<file path="src/design/dgf_pkg.sv">
// ----------------------------------------------------------------------------
// dgf_pkg - shared types and constants for the dual Goertzel FSK detector
// Widths of samples, resonator states, products and powers; queue geometry;
// configuration register indexes and reset values; sequencer states.
// ----------------------------------------------------------------------------
`default_nettype none

package dgf_pkg;

  localparam int SAMPLE_BITS     = 12;
  localparam int STATE_BITS      = 32;
  localparam int COEFF_FRAC_BITS = 14;
  localparam int COEFF_BITS      = 16;
  localparam int POWER_BITS      = 48;
  localparam int COUNT_BITS      = 32;
  localparam int CFG_DATA_BITS   = 48;
  localparam int CFG_INDEX_BITS  = 2;

  // shared multiplier: signed operands hold a state or a coefficient, and the
  // low half of a state product as an unsigned value
  localparam int MUL_BITS  = STATE_BITS + 1;
  localparam int PROD_BITS = 2 * MUL_BITS;
  // 2^F*(Q1^2+Q2^2) - coeff*Q1*Q2 with headroom
  localparam int ACC_BITS  = 2 * STATE_BITS + COEFF_BITS + 2;

  localparam int QDEPTH    = 4;
  localparam int QPTR_BITS = $clog2(QDEPTH);
  localparam int QCNT_BITS = $clog2(QDEPTH + 1);

  localparam logic [CFG_INDEX_BITS-1:0] CFG_MARK_COEFF  = 2'd0;
  localparam logic [CFG_INDEX_BITS-1:0] CFG_SPACE_COEFF = 2'd1;
  localparam logic [CFG_INDEX_BITS-1:0] CFG_MARK_THR    = 2'd2;
  localparam logic [CFG_INDEX_BITS-1:0] CFG_SPACE_THR   = 2'd3;

  localparam logic signed [COEFF_BITS-1:0] MARK_COEFF_RST  = 16'sd23170;
  localparam logic signed [COEFF_BITS-1:0] SPACE_COEFF_RST = 16'sd4277;
  localparam logic [POWER_BITS-1:0]        MARK_THR_RST    = 48'd5000;
  localparam logic [POWER_BITS-1:0]        SPACE_THR_RST   = 48'd5000;

  typedef struct packed {
    logic [SAMPLE_BITS-1:0] sample;
    logic                   block_end;
  } item_t;

  typedef struct packed {
    logic signed [COEFF_BITS-1:0] mark_coeff;
    logic signed [COEFF_BITS-1:0] space_coeff;
    logic [POWER_BITS-1:0]        mark_thr;
    logic [POWER_BITS-1:0]        space_thr;
  } cfg_t;

  typedef enum logic [3:0] {
    ST_IDLE,
    ST_MARK,
    ST_SPACE,
    ST_P0,
    ST_P1,
    ST_P2,
    ST_P3,
    ST_P4,
    ST_P5,
    ST_P6,
    ST_DECIDE
  } state_t;

endpackage

`default_nettype wire

</file>
<file path="src/design/dgf_front.sv">
// ----------------------------------------------------------------------------
// dgf_front - input side of the FSK detector
// Takes sample words with their block-end flag and holds them in a short
// queue that the back end drains at its own pace.
// ----------------------------------------------------------------------------
`default_nettype none

module dgf_front (
  input  wire logic                            clk,
  input  wire logic                            rst_n,
  input  wire logic                            in_valid,
  output logic                                 in_stall,
  input  wire logic [dgf_pkg::SAMPLE_BITS-1:0] in_sample,
  input  wire logic                            in_block_end,
  output logic                                 q_valid,
  output dgf_pkg::item_t                       q_item,
  input  wire logic                            q_pop
);

  dgf_pkg::item_t                   q_mem [dgf_pkg::QDEPTH];
  logic [dgf_pkg::QPTR_BITS-1:0]    wr_ptr_r, rd_ptr_r;
  logic [dgf_pkg::QCNT_BITS-1:0]    count_r, count_nxt;
  logic                             push;

  function automatic logic [dgf_pkg::QPTR_BITS-1:0] ptr_inc(
    input logic [dgf_pkg::QPTR_BITS-1:0] p
  );
    logic [dgf_pkg::QPTR_BITS-1:0] r;
    if (p == dgf_pkg::QPTR_BITS'(dgf_pkg::QDEPTH - 1)) r = '0;
    else r = p + 1'b1;
    return r;
  endfunction

  assign in_stall = (count_r == dgf_pkg::QCNT_BITS'(dgf_pkg::QDEPTH));
  assign push     = in_valid && !in_stall;
  assign q_valid  = (count_r != '0);
  assign q_item   = q_mem[rd_ptr_r];

  always_comb begin
    case ({push, q_pop})
      2'b10:   count_nxt = count_r + 1'b1;
      2'b01:   count_nxt = count_r - 1'b1;
      default: count_nxt = count_r;
    endcase
  end

  always_ff @(posedge clk) begin
    if (!rst_n) begin
      wr_ptr_r <= '0;
      rd_ptr_r <= '0;
      count_r  <= '0;
    end else begin
      count_r <= count_nxt;
      if (push) wr_ptr_r <= ptr_inc(wr_ptr_r);
      if (q_pop) rd_ptr_r <= ptr_inc(rd_ptr_r);
    end
  end

  always_ff @(posedge clk) begin
    if (push) begin
      q_mem[wr_ptr_r].sample    <= in_sample;
      q_mem[wr_ptr_r].block_end <= in_block_end;
    end
  end

endmodule

`default_nettype wire

</file>
<file path="config.mk">
export PLATFORM = sky130hd
export DESIGN_NAME = dgf_front
export DESIGN_NICKNAME = d
export VERILOG_FILES = /design/src/design/dgf_pkg.sv /design/src/design/dgf_front.sv
export SDC_FILE = /design/constraint.sdc
export NUM_CORES = 1
export LEC_CHECK = 0
export ABC_AREA = 1
export CORE_MARGIN = 4
export CORE_UTILIZATION = 60
export DETAILED_ROUTE_END_ITERATION = 7
export DONT_BUFFER_PORTS = 1
export PLACE_DENSITY_LB_ADDON = 0.12
export SETUP_SLACK_MARGIN = 0.05
export SYNTH_ARGS = -nofsm -noshare
export SYNTH_HDL_FRONTEND = slang
export SYNTH_SLANG_ARGS = --single-unit
</file>
<file path="constraint.sdc">
create_clock -name clk -period 3.4 [get_ports clk]
set_input_delay 0.17 -clock clk [delete_from_list [all_inputs] [get_ports clk]]
set_output_delay 0.17 -clock clk [all_outputs]
set_load 0.03 [all_outputs]
</file>
Yosys cells after proc, flatten, opt, wreduce, memory -nomap -nowiden. Memory sizes are Yosys's and may differ from the RTL's. A register that Yosys moved wholly into a read port is not among the register bits. Cells that the tools add are included.

Register bits after elaboration: 7. Memory bits (writable): 52. Input port bits: 17. Output and inout port bits: 15. Word-level logic and storage cells: 24. Memories kept: 1.

Memories: q_mem (words 4, width 13, read ports 1, clocked after Yosys merged registers in 1, write ports 1, RTL line dgf_front.sv:20) `dgf_pkg::item_t q_mem [dgf_pkg::QDEPTH];`.

Add/subtract/negate cells: 4. Equality and inequality tests: 5. Muxes and demuxes: 7. Reductions and logical operators: 4.

Operators by type and width (count): $mux W2 (4); $eq A2 B2 Y1 const B (3); $pmux W3 S2 (1); $add A2 B1 Y2 const B (2); $add A3 B1 Y3 const B (1); $eq A3 B3 Y1 const B (1); $reduce_bool A3 Y1 (1); $sub A3 B1 Y3 const B (1); $eq A2 B1 Y1 const B (1); $mux W1 (2); $reduce_bool A2 Y1 (1); $logic_and A1 B1 Y1 (1); $logic_not A1 Y1 (1).

Depth between registers and ports, before layout.
Word-level depth: 5. Gate-level depth with buffers: 9. Mapped depth without buffers: 9.

Worst setup path after synthesis. No wires, ideal clock.

Kind: register to register. Start point: reg count_r[0] (netlist name). End point: reg count_r[2] (netlist name). Setup time: 115 ps. Data arrival time: 1643 ps. Data required time: 3285 ps. Setup slack: 1642 ps. Cell stages (with the launch flop): 9. Path buffers: 0. Period minus slack after synthesis: 1758 ps. Path through: dfxtp_1 > nor2_2 > nand2_2 > nand2_4 > ha_1 > fa_1 > or2_2 > a21oi_1 > nor2_1.

Longest elaborated chain between the ends: 5. Elaborated cells between the ends (all ways): 9. Those cells by class: add/sub: 2; eq/ne: 3; mux: 1; reduce/logical: 3.

Ends and longest elaborated chain: start, declared (RTL line dgf_front.sv:22) `logic [dgf_pkg::QCNT_BITS-1:0] count_r, count_nxt;`; start signal, assigned (RTL line dgf_front.sv:53) `count_r <= count_nxt;`; $eq A3 B3 Y1 (RTL line dgf_front.sv:34) `assign in_stall = (count_r == dgf_pkg::QCNT_BITS'(dgf_pkg::QDEPTH));`; $logic_not A1 Y1 (RTL line dgf_front.sv:35) `assign push = in_valid && !in_stall;`; $logic_and A1 B1 Y1 (RTL line dgf_front.sv:35); $eq A2 B1 Y1 / $eq A2 B2 Y1 (equally long branches) (RTL line dgf_front.sv:40) `case ({push, q_pop})`; $pmux W3 S2 / $reduce_bool A2 Y1 (equally long branches).

Several ways; a longest one is shown, not always the timed one. A chain may end at the register's enable or synchronous reset.

==> results by group <==
STA
  – Endpoints failing hold: 0
  – # setup viols final: 0
  – Fin Setup TNS: 0 ns
  – Final period util: 67.3%
  – Tmin final: 2.29 ns
  – RSZ-0062 raised after global routing: false
  – Worst Skew: 0.00699 ns
  – Final Slew Violations: 0
  – Worst hold slack: 0.0449 ns
  – Slew @ Worst Pin: 0.983 ns
  – Fmax: 0.437 GHz
  – Slew headroom: 34.3%

Yosys
  – Syn Nets: 210
  – Mapped cell area: 2430 µm²
  – Yosys warnings: 0
  – Post-synthesis register bit count: 61
  – Post-Syn Area per Cell: 13.1 µm²
  – Seq/Total Area, Yosys: 71.5%
  – Post-synth cell types: 25
  – Post-synthesis cell count: 186

Finish
  – Synth-to-layout area growth: 13.9%
  – Fin area: 2770 µm²
  – Nets: 232
  – Share of cells above drive strength 1: 10.3%
  – Most frequent cells in the layout: 52 x edfxtp_1, 39 x nor2_1, 21 x o21ai_0
  – Most common cell after layout, fill and taps aside: edfxtp_1
  – Antenna cells: 0

Global route
  – Total GRT Usage: 18.1%
  – Grt total ovfl: 0
  – Vias in the first global route: 1,405
  – Largest net degree at the start of global routing: 28
  – First-pass GRT wire length: 6870 µm
  – Antenna violations before repair: 0

Power and ir drop
  – Worst VDD drop: 0.000329 V
  – Power share of the clock group: 33.5%
  – Combinational fraction of design power: 13.8%
  – Switch share: 26.1%
  – Int Pwr: 1270 µW
  – Pwr Density: 618 nW/µm²
  – Sw power: 447 µW
  – Sequential power share: 52.8%
  – Leak pwr: 0.00100 µW

Worst setup path
  – Critical path launch point type: flop
  – Worst EP required: 3.23 ns
  – Reg2Reg Depth: 8
  – Critical Path End Type: output pin
  – Crit-path max FO: 27
  – Crit Path Category: flop to output pin
  – Arr. time, crit path: 2.12 ns

Die
  – # rows: 22
  – Chip Width: 71.7 µm
  – Core area: 3800 µm²
  – Initial Util: 64.1%
  – Die height: 71.7 µm
  – Die area: 5140 µm²
  – I/O pins: 32

CTS
  – CTS tree: built
  – Clk buf depth: 2
  – Root Driver: clkbuf_8
  – H-tree depth: 3
  – Skew-Pair Late Insertion Delay: 0.32 ns
  – Num CTS Buffers: 9
  – # resized after CTS: 0
  – CTS Sinks: 61
  – Reg clk slew, reported paths: 0.06 ns

Routing
  – Post-route ant nets: 0
  – Drt pass-1 iters: 4
  – Vias: 1,426
  – Final WL: 4180 µm
  – Starting DRT DRC Count: 133
  – Via density: 5.46
  – Routed len/inst: 16.0 µm
  – Residual DRC: 0

Placed design
  – Dpl hpwl: 2510 µm
  – Gpl congestion: 0.731
  – Post-Place Cell Area: 2450 µm²
  – PortBufs: 0

Outcome
  – Status: finished, final reports clean

Min path
  – WHS Path Cells: 2
  – HP Class: input pin to flop

Run
  – Max cap viols: 0
## synthesized netlist by cell type, drive strengths merged
cell type,instances,area [µm²]
nand3,1,5.00
buf,7,73.8
nor3,1,5.00
nand2,7,36.3
nand3b,1,7.51
a21oi,5,25.0
inv,13,56.3
edfxtp,52,1560
ha,6,75.1
fa,1,20.0
o21ai,28,140
xor2,1,8.76
nor2,40,153
or2,1,6.26
dfxtp,9,180
o22ai,13,81.3
## repair_timing
action | CTS | global route
hold buffers | 14 | 0
buffers inserted | 0 | 0
hold endpoints to repair | 60 | 0
endpoints found under the setup margin | 0 | 0
## path summary, 6_finish.rpt
check        startpoint          end  slack [ns]
max reg2reg  count_r[0]   count_r[2]        1.51
min reg2reg  count_r[1]   count_r[1]        0.50
min            in_valid  wr_ptr_r[1]        0.04
max                flop    q_item[6]        1.11
## critical path, cell delays in order (launching register included)
cell	delay [ns]
dfxtp_1	0.97
o21ai_0	0.23
o22ai_1	0.60
## metal layers
metal / global-route usage, % / part of all wire [%] / vias to the layer above
met5: 0 / 0 / -
met2: 31.4 / 51 / 33
li1: - / - / 715
met4: 8.14 / 1.8 / 0
met1: 20.6 / 42 / 671
met3: 5.47 / 4.7 / 7
## sequential cells by signal, summed over array words and instances (netlist names), named ones only
name / flops
rd_ptr_r: 2
count_r: 3
wr_ptr_r: 2
q_mem: 52
## kinds of logic after synthesis
| group | Yosys count | share of synthesized area, % |
|---|---|---|
| AND/OR/NAND/NOR | 51 | 8.74 |
| XOR/XNOR | 1 | 0.360 |
| adder cells (fa/ha/maj) | 7 | 3.91 |
| flip-flops | 61 | 71.5 |
| buffers and inverters | 20 | 5.34 |
| AO/OA/AOI/OAI | 46 | 10.1 |
## cell type report
type / instances / area, µm²
timing repair buffer: 18 / 170
sequential: 61 / 1740
tap: 48 / 60.1
fill: 246 / 1030
clock inverter: 6 / 53.8
inverter: 13 / 56.3
clock buffer: 10 / 128
multi-input combinational: 105 / 563
## through the flow
step / power [µW] / setup slack [ns] / std cells / util, %
3_3_place_gp: 1130 / 1.50 / 231 / 64.5
5_1_grt: 1800 / 0.909 / 261 / 73.0
6_report: 1710 / 1.11 / 261 / 73.0
4_1_cts: 1730 / 1.06 / 261 / 73.0
3_5_place_dp: 1140 / 1.42 / 231 / 64.5
2_1_floorplan: 1100 / 1.64 / 186 / -
## power groups by stage
stage | logic [µW] | clock network [µW] | registers (µW)
final | 236 | 573 | 903
after global routing | 261 | 627 | 910
after CTS | 238 | 586 | 904
after detailed placement | 217 | 0 | 920
after global placement | 211 | 0 | 917
after floorplan | 198 | 0 | 905
Note: power is estimated with default switching activity, not from simulation.
